File: src/design/pgv_pkg.sv
// Shared widths, status codes and the grid summary record for the patch grid validator.
package pgv_pkg;

    // Field and state widths
    localparam int unsigned COORD_W  = 32;
    localparam int unsigned SIDE_W   = 14;
    localparam int unsigned DIM_W    = 15;
    localparam int unsigned COUNT_W  = 28;
    localparam int unsigned LWIDTH_W = 15;
    localparam int unsigned RAW_W    = 27;
    localparam int unsigned POOLED_W = 24;
    localparam int unsigned STATUS_W = 3;
    localparam int unsigned CFG_W    = RAW_W;

    // Defaults for the top-level parameters
    localparam int unsigned DEF_MAX_SIDE    = 10240;
    localparam int unsigned DEF_POOL_FACTOR = 3;

    // Saturation limits
    localparam logic [COUNT_W-1:0]  COUNT_MAX  = {COUNT_W{1'b1}};
    localparam logic [SIDE_W-1:0]   ROW_MAX    = {SIDE_W{1'b1}};
    localparam logic [LWIDTH_W-1:0] LWIDTH_MAX = {LWIDTH_W{1'b1}};

    // Configuration register indexes
    localparam logic CFG_PATCH_TOTAL        = 1'b0;
    localparam logic CFG_POOLED_TOKEN_COUNT = 1'b1;

    // Status codes
    localparam logic [STATUS_W-1:0] STATUS_OK         = 3'd0;
    localparam logic [STATUS_W-1:0] STATUS_BAD_COUNTS = 3'd1;
    localparam logic [STATUS_W-1:0] STATUS_RANGE      = 3'd2;
    localparam logic [STATUS_W-1:0] STATUS_NOT_DIV    = 3'd3;
    localparam logic [STATUS_W-1:0] STATUS_ORDER      = 3'd4;

    // Summary of one finished grid, handed from front to back
    typedef struct packed {
        logic [COUNT_W-1:0] item_count;
        logic [SIDE_W-1:0]  max_column;
        logic [SIDE_W-1:0]  max_row;
        logic               range_failed;
        logic               order_ok;
        logic [COUNT_W-1:0] learned_width;
    } t_grid_summary;

endpackage

File: src/design/pgv_front.sv
// Front end: per-coordinate counting, maxima, range check and row-major tracking.
module pgv_front
    import pgv_pkg::*;
#(
    parameter int unsigned MAX_SIDE = DEF_MAX_SIDE
) (
    input  logic                      i_clk,
    input  logic                      i_rst_n,
    input  logic                      i_accept,
    input  logic signed [COORD_W-1:0] i_x_coord,
    input  logic signed [COORD_W-1:0] i_y_coord,
    input  logic                      i_is_last,
    output logic                      o_push,
    output t_grid_summary             o_summary
);

    logic [COUNT_W-1:0]  r_count,     n_count;
    logic [SIDE_W-1:0]   r_max_col,   n_max_col;
    logic [SIDE_W-1:0]   r_max_row,   n_max_row;
    logic                r_range_bad, n_range_bad;
    logic                r_first_row, n_first_row;
    logic [LWIDTH_W-1:0] r_lwidth,    n_lwidth;
    logic [SIDE_W-1:0]   r_exp_col,   n_exp_col;
    logic [SIDE_W-1:0]   r_exp_row,   n_exp_row;
    logic                r_order_ok,  n_order_ok;

    logic                in_range;
    logic                x_is_count;
    logic                x_is_zero;
    logic                y_is_zero;
    logic                y_is_one;
    logic                at_expected;
    logic [LWIDTH_W-1:0] count_sat;
    logic [SIDE_W-1:0]   base_col;
    logic [SIDE_W-1:0]   base_row;
    logic [LWIDTH_W-1:0] base_lwidth;
    logic [SIDE_W-1:0]   step_col;
    logic                step_wrap;
    logic [SIDE_W-1:0]   adv_col;
    logic [SIDE_W-1:0]   adv_row;

    // Classify the coordinate
    always_comb begin
        in_range    = !i_x_coord[COORD_W-1] && !i_y_coord[COORD_W-1] &&
                      ($unsigned(i_x_coord) < COORD_W'(MAX_SIDE)) &&
                      ($unsigned(i_y_coord) < COORD_W'(MAX_SIDE));
        x_is_count  = ($unsigned(i_x_coord) == COORD_W'(r_count));
        x_is_zero   = (i_x_coord == '0);
        y_is_zero   = (i_y_coord == '0);
        y_is_one    = ($unsigned(i_y_coord) == COORD_W'(1));
        at_expected = ($unsigned(i_x_coord) == COORD_W'(r_exp_col)) &&
                      ($unsigned(i_y_coord) == COORD_W'(r_exp_row));
        count_sat   = (|r_count[COUNT_W-1:LWIDTH_W]) ? LWIDTH_MAX : r_count[LWIDTH_W-1:0];
    end

    // Advance the expected position, from the row start or from the tracked position
    always_comb begin
        base_col    = r_first_row ? '0 : r_exp_col;
        base_row    = r_first_row ? SIDE_W'(1) : r_exp_row;
        base_lwidth = r_first_row ? count_sat : r_lwidth;
        step_col    = base_col + SIDE_W'(1);
        step_wrap   = ({1'b0, step_col} >= base_lwidth);
        adv_col     = step_wrap ? '0 : step_col;
        adv_row     = (step_wrap && (base_row != ROW_MAX)) ? base_row + SIDE_W'(1) : base_row;
    end

    // Next stream state
    always_comb begin
        n_count     = (r_count != COUNT_MAX) ? r_count + COUNT_W'(1) : r_count;
        n_max_col   = r_max_col;
        n_max_row   = r_max_row;
        n_range_bad = r_range_bad;
        n_first_row = r_first_row;
        n_lwidth    = r_lwidth;
        n_exp_col   = r_exp_col;
        n_exp_row   = r_exp_row;
        n_order_ok  = r_order_ok;

        if (r_order_ok) begin
            if (r_first_row) begin
                if (y_is_zero && x_is_count) begin
                    n_order_ok = 1'b1;
                end else if (x_is_zero && y_is_one && (r_count != '0)) begin
                    n_first_row = 1'b0;
                    n_lwidth    = count_sat;
                    n_exp_col   = adv_col;
                    n_exp_row   = adv_row;
                end else begin
                    n_order_ok = 1'b0;
                end
            end else if (at_expected) begin
                n_exp_col = adv_col;
                n_exp_row = adv_row;
            end else begin
                n_order_ok = 1'b0;
            end
        end

        if (!in_range) begin
            n_range_bad = 1'b1;
        end else begin
            if (i_x_coord[SIDE_W-1:0] > r_max_col) n_max_col = i_x_coord[SIDE_W-1:0];
            if (i_y_coord[SIDE_W-1:0] > r_max_row) n_max_row = i_y_coord[SIDE_W-1:0];
        end
    end

    // Summary of the grid as it stands after this coordinate
    always_comb begin
        o_push                  = i_accept && i_is_last;
        o_summary.item_count    = n_count;
        o_summary.max_column    = n_max_col;
        o_summary.max_row       = n_max_row;
        o_summary.range_failed  = n_range_bad;
        o_summary.order_ok      = n_order_ok;
        o_summary.learned_width = n_first_row ? n_count : COUNT_W'(n_lwidth);
    end

    // Hold stream state; drop back to the start after the last coordinate
    always_ff @(posedge i_clk) begin
        if (!i_rst_n || (i_accept && i_is_last)) begin
            r_count     <= '0;
            r_max_col   <= '0;
            r_max_row   <= '0;
            r_range_bad <= 1'b0;
            r_first_row <= 1'b1;
            r_lwidth    <= '0;
            r_exp_col   <= '0;
            r_exp_row   <= '0;
            r_order_ok  <= 1'b1;
        end else if (i_accept) begin
            r_count     <= n_count;
            r_max_col   <= n_max_col;
            r_max_row   <= n_max_row;
            r_range_bad <= n_range_bad;
            r_first_row <= n_first_row;
            r_lwidth    <= n_lwidth;
            r_exp_col   <= n_exp_col;
            r_exp_row   <= n_exp_row;
            r_order_ok  <= n_order_ok;
        end
    end

endmodule

File: src/design/pgv_queue.sv
// Short queue of grid summaries between front and back.
module pgv_queue
    import pgv_pkg::*;
(
    input  logic          i_clk,
    input  logic          i_rst_n,
    input  logic          i_push,
    input  t_grid_summary i_push_data,
    input  logic          i_pop,
    output t_grid_summary o_head,
    output logic          o_empty,
    output logic          o_full
);

    localparam int unsigned DEPTH = 4;
    localparam int unsigned PTR_W = $clog2(DEPTH);
    localparam int unsigned CNT_W = $clog2(DEPTH + 1);

    t_grid_summary      r_entry [DEPTH];
    logic [PTR_W-1:0]   r_wr_ptr;
    logic [PTR_W-1:0]   r_rd_ptr;
    logic [CNT_W-1:0]   r_fill;

    assign o_head  = r_entry[r_rd_ptr];
    assign o_empty = (r_fill == '0);
    assign o_full  = (r_fill == CNT_W'(DEPTH));

    // Store the incoming summary
    always_ff @(posedge i_clk) begin
        if (i_push) begin
            r_entry[r_wr_ptr] <= i_push_data;
        end
    end

    // Advance pointers and fill count
    always_ff @(posedge i_clk) begin
        if (!i_rst_n) begin
            r_wr_ptr <= '0;
            r_rd_ptr <= '0;
            r_fill   <= '0;
        end else begin
            if (i_push) r_wr_ptr <= r_wr_ptr + PTR_W'(1);
            if (i_pop)  r_rd_ptr <= r_rd_ptr + PTR_W'(1);
            if (i_push && !i_pop) begin
                r_fill <= r_fill + CNT_W'(1);
            end else if (i_pop && !i_push) begin
                r_fill <= r_fill - CNT_W'(1);
            end
        end
    end

`ifndef SYNTH
    a_no_push_when_full: assert property (@(posedge i_clk) disable iff (!i_rst_n)
        o_full |-> !i_push)
        else $error("queue written while full");

    a_no_pop_when_empty: assert property (@(posedge i_clk) disable iff (!i_rst_n)
        i_pop |-> !o_empty)
        else $error("queue read while empty");

    a_fill_tracks_ptrs: assert property (@(posedge i_clk) disable iff (!i_rst_n)
        (r_fill != CNT_W'(DEPTH)) |-> (PTR_W'(r_wr_ptr - r_rd_ptr) == PTR_W'(r_fill)))
        else $error("fill count disagrees with pointers");
`endif

endmodule

File: src/design/pgv_back.sv
// Back end: grid status from a summary, two stages with the output register last.
module pgv_back
    import pgv_pkg::*;
#(
    parameter int unsigned POOL_FACTOR = DEF_POOL_FACTOR
) (
    input  logic                i_clk,
    input  logic                i_rst_n,
    input  logic                i_head_valid,
    input  t_grid_summary       i_head,
    output logic                o_pop,
    input  logic [RAW_W-1:0]    i_patch_total,
    input  logic [POOLED_W-1:0] i_pooled_token_count,
    output logic                o_valid,
    input  logic                i_stall,
    output logic [STATUS_W-1:0] o_status,
    output logic [SIDE_W-1:0]   o_grid_width,
    output logic [SIDE_W-1:0]   o_grid_height
);

    // Division by the pool factor as a multiply by its reciprocal; exact for DIM_W-bit values
    localparam int unsigned DIV_SHIFT = DIM_W + 5;
    localparam int unsigned RECIP_W   = DIV_SHIFT + 1;
    localparam logic [RECIP_W-1:0] DIV_RECIP =
        RECIP_W'(((2 ** DIV_SHIFT) + POOL_FACTOR - 1) / POOL_FACTOR);
    localparam int unsigned PROD_W    = DIM_W + RECIP_W;
    localparam int unsigned PF_SQ     = POOL_FACTOR * POOL_FACTOR;
    localparam int unsigned AREA_W    = 2 * DIM_W;
    localparam int unsigned TOKEN_W   = POOLED_W + 7;

    // Stage one registers
    logic                r_s1_valid;
    logic [DIM_W-1:0]    r_s1_w;
    logic [DIM_W-1:0]    r_s1_h;
    logic [DIM_W-1:0]    r_s1_qw;
    logic [DIM_W-1:0]    r_s1_qh;
    logic [AREA_W-1:0]   r_s1_area;
    logic                r_s1_count_bad;
    logic                r_s1_range_bad;
    logic                r_s1_order_bad;

    // Output registers
    logic                r_o_valid;
    logic [STATUS_W-1:0] r_status;
    logic [SIDE_W-1:0]   r_width;
    logic [SIDE_W-1:0]   r_height;

    logic                s1_ready;
    logic                s2_ready;
    logic [DIM_W-1:0]    w;
    logic [DIM_W-1:0]    h;
    logic [PROD_W-1:0]   w_recip;
    logic [PROD_W-1:0]   h_recip;
    logic [TOKEN_W-1:0]  raw_expected;
    logic                count_bad;
    logic [DIM_W+3:0]    qw_back;
    logic [DIM_W+3:0]    qh_back;
    logic [DIM_W-1:0]    rem_w;
    logic [DIM_W-1:0]    rem_h;
    logic [AREA_W-1:0]   pooled_area;
    logic                div_bad;
    logic [STATUS_W-1:0] n_status;

    // Stall chain
    assign s2_ready = !r_o_valid || !i_stall;
    assign s1_ready = !r_s1_valid || s2_ready;
    assign o_pop    = i_head_valid && s1_ready;

    // Stage one: sides, quotients, area, count and order checks
    always_comb begin
        w            = DIM_W'(i_head.max_column) + DIM_W'(1);
        h            = DIM_W'(i_head.max_row) + DIM_W'(1);
        w_recip      = PROD_W'(w) * PROD_W'(DIV_RECIP);
        h_recip      = PROD_W'(h) * PROD_W'(DIV_RECIP);
        raw_expected = TOKEN_W'(i_pooled_token_count) * TOKEN_W'(PF_SQ);
        count_bad    = (i_patch_total == '0) || (i_pooled_token_count == '0) ||
                       (TOKEN_W'(i_patch_total) != raw_expected) ||
                       (i_head.item_count != COUNT_W'(i_patch_total));
    end

    always_ff @(posedge i_clk) begin
        if (!i_rst_n) begin
            r_s1_valid <= 1'b0;
        end else if (s1_ready) begin
            r_s1_valid <= i_head_valid;
        end
    end

    always_ff @(posedge i_clk) begin
        if (o_pop) begin
            r_s1_w         <= w;
            r_s1_h         <= h;
            r_s1_qw        <= w_recip[DIV_SHIFT +: DIM_W];
            r_s1_qh        <= h_recip[DIV_SHIFT +: DIM_W];
            r_s1_area      <= AREA_W'(w) * AREA_W'(h);
            r_s1_count_bad <= count_bad;
            r_s1_range_bad <= i_head.range_failed;
            r_s1_order_bad <= !i_head.order_ok ||
                              (i_head.learned_width != COUNT_W'(w));
        end
    end

    // Stage two: divisibility and status by precedence
    always_comb begin
        qw_back     = (DIM_W+4)'(r_s1_qw) * (DIM_W+4)'(POOL_FACTOR);
        qh_back     = (DIM_W+4)'(r_s1_qh) * (DIM_W+4)'(POOL_FACTOR);
        rem_w       = r_s1_w - qw_back[DIM_W-1:0];
        rem_h       = r_s1_h - qh_back[DIM_W-1:0];
        pooled_area = AREA_W'(r_s1_qw) * AREA_W'(r_s1_qh);
        div_bad     = (rem_w != '0) || (rem_h != '0) ||
                      (r_s1_area != AREA_W'(i_patch_total)) ||
                      (pooled_area != AREA_W'(i_pooled_token_count));
        if (r_s1_count_bad) begin
            n_status = STATUS_BAD_COUNTS;
        end else if (r_s1_range_bad) begin
            n_status = STATUS_RANGE;
        end else if (div_bad) begin
            n_status = STATUS_NOT_DIV;
        end else if (r_s1_order_bad) begin
            n_status = STATUS_ORDER;
        end else begin
            n_status = STATUS_OK;
        end
    end

    always_ff @(posedge i_clk) begin
        if (!i_rst_n) begin
            r_o_valid <= 1'b0;
        end else if (s2_ready) begin
            r_o_valid <= r_s1_valid;
        end
    end

    always_ff @(posedge i_clk) begin
        if (s2_ready && r_s1_valid) begin
            r_status <= n_status;
            r_width  <= (n_status == STATUS_OK) ? r_s1_w[SIDE_W-1:0] : '0;
            r_height <= (n_status == STATUS_OK) ? r_s1_h[SIDE_W-1:0] : '0;
        end
    end

    assign o_valid       = r_o_valid;
    assign o_status      = r_status;
    assign o_grid_width  = r_width;
    assign o_grid_height = r_height;

`ifndef SYNTH
    a_sides_only_when_ok: assert property (@(posedge i_clk) disable iff (!i_rst_n)
        (r_o_valid && (r_status != STATUS_OK)) |-> ((r_width == '0) && (r_height == '0)))
        else $error("grid sides given with an error status");

    a_pop_fills_stage: assert property (@(posedge i_clk) disable iff (!i_rst_n)
        o_pop |=> r_s1_valid)
        else $error("popped summary lost before stage one");

    a_stage_holds_on_stall: assert property (@(posedge i_clk) disable iff (!i_rst_n)
        (r_s1_valid && r_o_valid && i_stall) |=> (r_s1_valid && $stable(r_s1_w)))
        else $error("stage one changed while blocked");
`endif

endmodule

File: src/design/patch_grid_validator_unit.sv
// Top level of the patch grid validator: configuration registers, front, queue and back.
//
// Takes one (x,y) coordinate per clock and gives one status with grid width and
// height for each coordinate marked last, registered in the queue, then in the back
// end's stage-one and output registers. Coordinates are tracked in the front end;
// each finished grid's summary goes into a four-entry queue, and a two-stage
// back end (reciprocal multiply for the pool-factor quotients, then the area and
// remainder checks) produces the status. The input stalls only while that queue
// is full, i.e. when four finished grids wait behind a stalled output. Register
// 0 is the raw patch count, register 1 the pooled token count; write them while idle.
module patch_grid_validator_unit
    import pgv_pkg::*;
#(
    parameter int unsigned MAX_SIDE    = DEF_MAX_SIDE,
    parameter int unsigned POOL_FACTOR = DEF_POOL_FACTOR
) (
    input  logic                      i_clk,
    input  logic                      i_rst_n,
    input  logic                      i_valid,
    output logic                      o_stall,
    input  logic signed [COORD_W-1:0] i_x_coord,
    input  logic signed [COORD_W-1:0] i_y_coord,
    input  logic                      i_is_last,
    output logic                      o_valid,
    input  logic                      i_stall,
    output logic [STATUS_W-1:0]       o_status,
    output logic [SIDE_W-1:0]         o_grid_width,
    output logic [SIDE_W-1:0]         o_grid_height,
    input  logic                      i_cfg_we,
    input  logic                      i_cfg_index,
    input  logic [CFG_W-1:0]          i_cfg_data
);

    logic [RAW_W-1:0]    r_patch_total;
    logic [POOLED_W-1:0] r_pooled_token_count;

    logic                accept;
    logic                push;
    t_grid_summary       push_summary;
    logic                pop;
    t_grid_summary       head;
    logic                q_empty;
    logic                q_full;

    // Configuration writes
    always_ff @(posedge i_clk) begin
        if (!i_rst_n) begin
            r_patch_total        <= '0;
            r_pooled_token_count <= '0;
        end else if (i_cfg_we) begin
            case (i_cfg_index)
                CFG_PATCH_TOTAL:        r_patch_total        <= i_cfg_data[RAW_W-1:0];
                CFG_POOLED_TOKEN_COUNT: r_pooled_token_count <= i_cfg_data[POOLED_W-1:0];
                default:                r_patch_total        <= r_patch_total;
            endcase
        end
    end

    // Take a coordinate whenever the queue has room
    assign o_stall = q_full;
    assign accept  = i_valid && !q_full;

    pgv_front #(
        .MAX_SIDE (MAX_SIDE)
    ) u_front (
        .i_clk     (i_clk),
        .i_rst_n   (i_rst_n),
        .i_accept  (accept),
        .i_x_coord (i_x_coord),
        .i_y_coord (i_y_coord),
        .i_is_last (i_is_last),
        .o_push    (push),
        .o_summary (push_summary)
    );

    pgv_queue u_queue (
        .i_clk       (i_clk),
        .i_rst_n     (i_rst_n),
        .i_push      (push),
        .i_push_data (push_summary),
        .i_pop       (pop),
        .o_head      (head),
        .o_empty     (q_empty),
        .o_full      (q_full)
    );

    pgv_back #(
        .POOL_FACTOR (POOL_FACTOR)
    ) u_back (
        .i_clk                (i_clk),
        .i_rst_n              (i_rst_n),
        .i_head_valid         (!q_empty),
        .i_head               (head),
        .o_pop                (pop),
        .i_patch_total        (r_patch_total),
        .i_pooled_token_count (r_pooled_token_count),
        .o_valid              (o_valid),
        .i_stall              (i_stall),
        .o_status             (o_status),
        .o_grid_width         (o_grid_width),
        .o_grid_height        (o_grid_height)
    );

endmodule
File: config.mk
export PLATFORM = sky130hd
export DESIGN_NAME = patch_grid_validator_unit
export DESIGN_NICKNAME = d
export VERILOG_FILES = /design/src/design/pgv_pkg.sv /design/src/design/pgv_front.sv /design/src/design/pgv_queue.sv /design/src/design/pgv_back.sv /design/src/design/patch_grid_validator_unit.sv
export SDC_FILE = /design/constraint.sdc
export NUM_CORES = 2
export LEC_CHECK = 0
export BUFFER_PORTS_ARGS = -buffer_cell sky130_fd_sc_hd__buf_2
export CORE_MARGIN = 5
export CORE_UTILIZATION = 65
export DETAILED_ROUTE_END_ITERATION = 10
export GPL_ROUTABILITY_DRIVEN = 1
export PLACE_DENSITY_LB_ADDON = 0.3
export REMOVE_ABC_BUFFERS = 1
export SYNTH_ARGS = -nofsm -noshare
export SYNTH_HDL_FRONTEND = slang
export SYNTH_SLANG_ARGS = --single-unit
export TNS_END_PERCENT = 100
File: constraint.sdc
create_clock -name i_clk -period 11.5 [get_ports i_clk]
set_input_delay 1.15 -clock i_clk [delete_from_list [all_inputs] [get_ports i_clk]]
set_output_delay 1.15 -clock i_clk [all_outputs]
set_load 0.02 [all_outputs]
-- Word-level counts from Yosys, hierarchy flattened
Memories as Yosys holds them, arrays and structs flattened. A register that Yosys moved wholly into a read port is not among the register bits.
Cells that the tools add are included.
- bits in registers: 284
- RAM bits: 344
- output and inout bits: 33
- logic and storage cells: 160
- memories: 1
- add/sub/neg operators: 11
- multipliers: 7
- magnitude comparators: 5
- equal/unequal tests: 14
- multiplexer cells: 44
- bitwise logic cells: 1
- reductions and logical operators: 50
- memories (name ; depth ; width ; rd ports ; clocked after memory_dff ; write ports ; line ; source):
    u_queue.r_entry ; 4 ; 86 ; 1 ; 1 ; 1 ; pgv_queue.sv:19 ; t_grid_summary r_entry [DEPTH];
- operators with widths (kind ; number):
    14-bit two-way mux ; 16
    15-bit two-way mux ; 6
    15-bit by 18-bit multiplier with 33-bit output (second input constant) ; 2
    32-bit by 14-bit == test with 1-bit output ; 2
    32-bit logical NOT ; 2
    32-bit by 14-bit < comparator with 1-bit output (second input constant) ; 2
    28-bit two-way mux ; 2
    32-bit by 1-bit == test with 1-bit output (second input constant) ; 1
    32-bit by 28-bit == test with 1-bit output ; 1
    14-bit by 1-bit adder with 15-bit output (second input constant) ; 2
    14-bit by 2-bit multiplier with 15-bit output (second input constant) ; 2
    15-bit by 15-bit multiplier with 30-bit output ; 1
    30-bit by 24-bit != test with 1-bit output ; 1
    30-bit by 27-bit != test with 1-bit output ; 1
    15-bit nonzero test ; 2
    15-bit subtractor ; 2
    14-bit by 1-bit adder with 14-bit output (second input constant) ; 2
    28-bit by 1-bit adder with 28-bit output (second input constant) ; 1
    14-bit > comparator ; 2
    14-bit by 14-bit multiplier with 28-bit output ; 1
    24-bit by 4-bit multiplier with 28-bit output (second input constant) ; 1
    27-bit by 28-bit != test with 1-bit output ; 1
    28-bit by 15-bit != test with 1-bit output ; 1
    28-bit by 27-bit != test with 1-bit output ; 1
    23 further kinds ; 77

-- Logic depth before layout (Yosys ltp)
- depth in word-level cells: 10
- mapped depth: 34
- gate-level depth less buffers: 31

-- Cells and area by module
From an unflattened synthesis, not the netlist that was laid out.
- cells, all modules: 4968
- area total of the unflattened synthesis: 53257.3 µm²
- modules (own cells, without submodules) (module ; instances ; cells an instance ; area an instance (µm²)):
    pgv_back ; 1 ; 3197 ; 30076.3
    pgv_queue ; 1 ; 493 ; 12888.6
    pgv_front ; 1 ; 1079 ; 8326.7
    patch_grid_validator_unit ; 1 ; 199 ; 1965.6

-- Worst setup path after synthesis
Ideal clock, no wire load.
- path kind: reg2reg
- start point: register with a tool-made name
- end point: register u_back.r_s1_area[29], data pin
- library setup time: 0.259 ns
- arrival time: 7.903 ns
- data required time: 11.241 ns
- setup slack: 3.337 ns
- cell stages (with the launch flop): 30
- clock period less this slack: 8.163 ns
- cells stage by stage: dfxtp_1 -> clkbuf_1 -> clkbuf_1 -> buf_1 -> mux4_2 -> clkbuf_1 -> ha_1 -> nand3_1 -> xnor2_1 -> clkbuf_1 -> nand2_1 -> fa_1 -> inv_1 -> fa_1 -> fa_1 -> inv_1 -> fa_1 -> fa_1 -> inv_1 -> fa_1 -> ha_1 -> a21oi_1 -> o21ai_0 -> o21ai_0 -> o31ai_1 -> a211o_1 -> and3b_1 -> nor3b_1 -> a21oi_1 -> xnor2_1
- RTL lines (item ; line ; source):
    end signal, assigned ; pgv_back.sv:95 ; r_s1_area <= AREA_W'(w) * AREA_W'(h);
    end, declared ; pgv_back.sv:37 ; logic [AREA_W-1:0] r_s1_area;

==> summary.txt <==
Floorplanning
  • Number of top-level pins: ~130
  • Die Wd: ~290 um
  • Die area: roughly 86000 um2
  • Num rows: between 100 and 150
  • Chip Height: a little under 300 um
  • Initial Utilization: between 60% and 70%
  • Area of the core: between 80000 and 90000 um2

CTS
  • Clk slew on worst S/H paths: 60 ps
  • Clk_lat worst skew: about 630 ps
  • Number of buffers created by CTS: a little under 70
  • Sink Count: 630
  • # resized after CTS: 0
  • Postcts setup bufs: 0
  • H-tree depth: 3
  • Root Buffer: clkbuf_16
  • CTS max path bufs: 3
  • CTS tree: yes
  • Hold buffer count at CTS: 0

Worst setup path
  • Critical Path End Type: flip-flop
  • CP max stage cell: dfxtp_4
  • Worst EP required: 11860 ps
  • Crit Path Category: reg -> reg
  • CP peak stage delay: a little over 900 ps
  • Crit start category: flip-flop
  • Worst-path maximum fanout: 46
  • WP data arrival: about 10000 ps

Timing
  • Worst slew pin tran: roughly 1300 ps
  • RSZ-0062 raised after global routing: no
  • Period utilization: between 80 and 90%
  • Setup_tns: 0 ps
  • Hold WS: roughly 470 ps
  • Final Hold Fails: 0
  • Achievable Freq: 104 MHz
  • Clock Skews: around 57 ps
  • Max_slew headroom: roughly 12%
  • Final setup viols: 0
  • Final slew viol count: 0
  • Post-route minimum period: between 9000 and 10000 ps

Global routing
  • Largest net degree at the start of global routing: 73
  • Initial antenna violation count: 1
  • First-pass GRT wire length: between 200 and 250 mm
  • GRT Residual Overflow: 0
  • Vias in the first global route: 38300
  • GRT Total Usage: between 30 and 40%

Route
  • Vias: between 30000 and 40000
  • Routed len/inst: between 20 and 25 um
  • Routed Antenna Nets: 0
  • DRT iter0 DRCs: around 3200
  • Drt total wl: between 100 and 150 mm
  • Vias per cell: 6.17
  • First-pass iteration count of the detailed router: 5
  • DRC viols: 0

Finish
  • Most common cell after layout, fill and taps aside: inv_1
  • Commonest non-fill, non-tap cells in the layout: 671 x inv_1, 543 x nand2_1, 527 x ha_1, 472 x fa_1, 466 x edfxtp_1
  • Share of cells above drive strength 1: 8.46%
  • FILL cells: approximately 5800
  • Number of nets in the layout: slightly above 6000
  • P&R area growth vs syn: 7.48%

Yosys
  • YS warnings: 0
  • Seq/Total Area, Yosys: about a third
  • Top_reg_cell synth: edfxtp_1
  • FFs w/ async S/R, synth: 0%
  • Cell Area, Synth: approximately 52000 um2
  • Seq cells post-synth: 630
  • Number of synthesized flops with an enable pin: 466
  • Syn avg cell area: between 10 and 15 um2
  • Synthesized instance count: 4956
  • Post-synth cell types: 84

Run
  • Max Cap Viol: 0

Hold path
  • Hold Crit Class: reg -> reg

Placement
  • Port Buffers: 130
  • Gpl congestion: ~1.0
  • HPWL Detailed: 107 mm

Run status
  • Status: complete, no violations
flip-flops by register name (all words and copies together) (netlist names), 14 cells and up, named ones only:
name / count
u_back.r_s1_area: 30
u_front.r_exp_col: 14
u_back.o_grid_width: 14
u_back.r_s1_qw: 14
u_front.r_max_row: 14
r_pooled_token_count: 24
u_front.r_lwidth: 15
u_back.o_grid_height: 14
u_front.r_max_col: 14
u_front.r_exp_row: 14
u_back.r_s1_qh: 14
u_back.r_s1_h: 15
u_queue.r_entry: 344
u_front.r_count: 28
r_patch_total: 27
u_back.r_s1_w: 15
Yosys cell counts (13+ instances only):
cell      instances  share of area [%]
inv_1           671                4.8
nand2_1         544                3.9
ha_1            527                 13
fa_1            472                 18
edfxtp_1        466                 27
nor2_1          357                2.6
xnor2_1         226                3.8
clkbuf_1        183                1.3
dfxtp_1         164                6.3
a21oi_1         128                1.2
xor2_1          125                2.1
o21ai_0         106                1.0
nor3_1           66               0.63
nand4_1          64               0.77
nor4_1           64               0.77
mux4_2           62                2.7
a211oi_1         61               0.88
a21boi_0         59               0.85
and2_1           55               0.66
a21o_1           54               0.78
nand3_1          54               0.52
mux2_2           45               0.97
nor2b_1          32               0.38
and3_1           30               0.36
o21a_1           26               0.37
nand2b_1         24               0.29
or3_1            22               0.26
a31oi_1          17               0.20
a22oi_1          16               0.23
mux2i_1          13               0.25
layout make-up:
| class | instances | area (um2) | share of cell area [%] |
|---|---|---|---|
| multi-input cells | 3436 | 31800 | 56.5 |
| inverters | 681 | 2560 | 4.55 |
| diodes | 1 | 2.50 | 0.00445 |
| repair buffers | 168 | 936 | 1.66 |
| well taps | 1060 | 1330 | 2.36 |
| clock inverters | 37 | 507 | 0.901 |
| clock buffers | 85 | 1820 | 3.23 |
| flip-flops and latches | 630 | 17300 | 30.7 |
worst max-delay path, delay by kind of cell, from the launching register on:
| family | cells | cell delay (ps) |
|---|---|---|
| adder cells (fa/ha/maj) | 7 | 3420 |
| XOR/XNOR | 2 | 710 |
| AND/OR/NAND/NOR | 5 | 1040 |
| multiplexers | 1 | 740 |
| buffers and inverters | 5 | 840 |
| flip-flops | 1 | 930 |
| AO/OA/AOI/OAI | 7 | 1600 |
logic make-up after synthesis:
kind of cell | synth area share [%]
buf+inv | 6.49
compound gates | 7.39
mux | 4.39
fa+ha+maj | 30.7
xor+xnor | 5.95
simple gates | 12.1
flops | 33.0
final timing paths:
check	start	to	slack, ps	cells after the start
worst max register to register	flip-flop	u_back.r_s1_qw[13]	1880	27
worst min-delay path	u_front.r_range_bad	u_front.r_range_bad	470	2
worst max-delay path	flip-flop	u_back.r_s1_qw[13]	1880	27
worst min register to register	u_front.r_range_bad	u_front.r_range_bad	470	2
metrics by stage:
stage	instances	setup WS [ps]	utilization, %	cell area, um2
after floorplan	4747	689	-	51500
after global placement	5975	2370	67.2	53900
after detailed placement	5975	2020	67.2	53900
after CTS	6097	1980	70.1	56200
after global routing	6097	1430	70.1	56200
final	6098	1880	70.1	56200
per-layer routing:
metal  vias up  GRT usage (%)  routed length [um]
li1      16800              -                   -
met1     18500           41.3               53100
met2      1792           53.9               67400
met3       460           4.89               10300
met4         0           16.1                8400
met5         -              0                   0
Power is left out: the tool's default activity adds up to more than one toggle a clock period on the data nets, which glitch-free logic cannot reach.
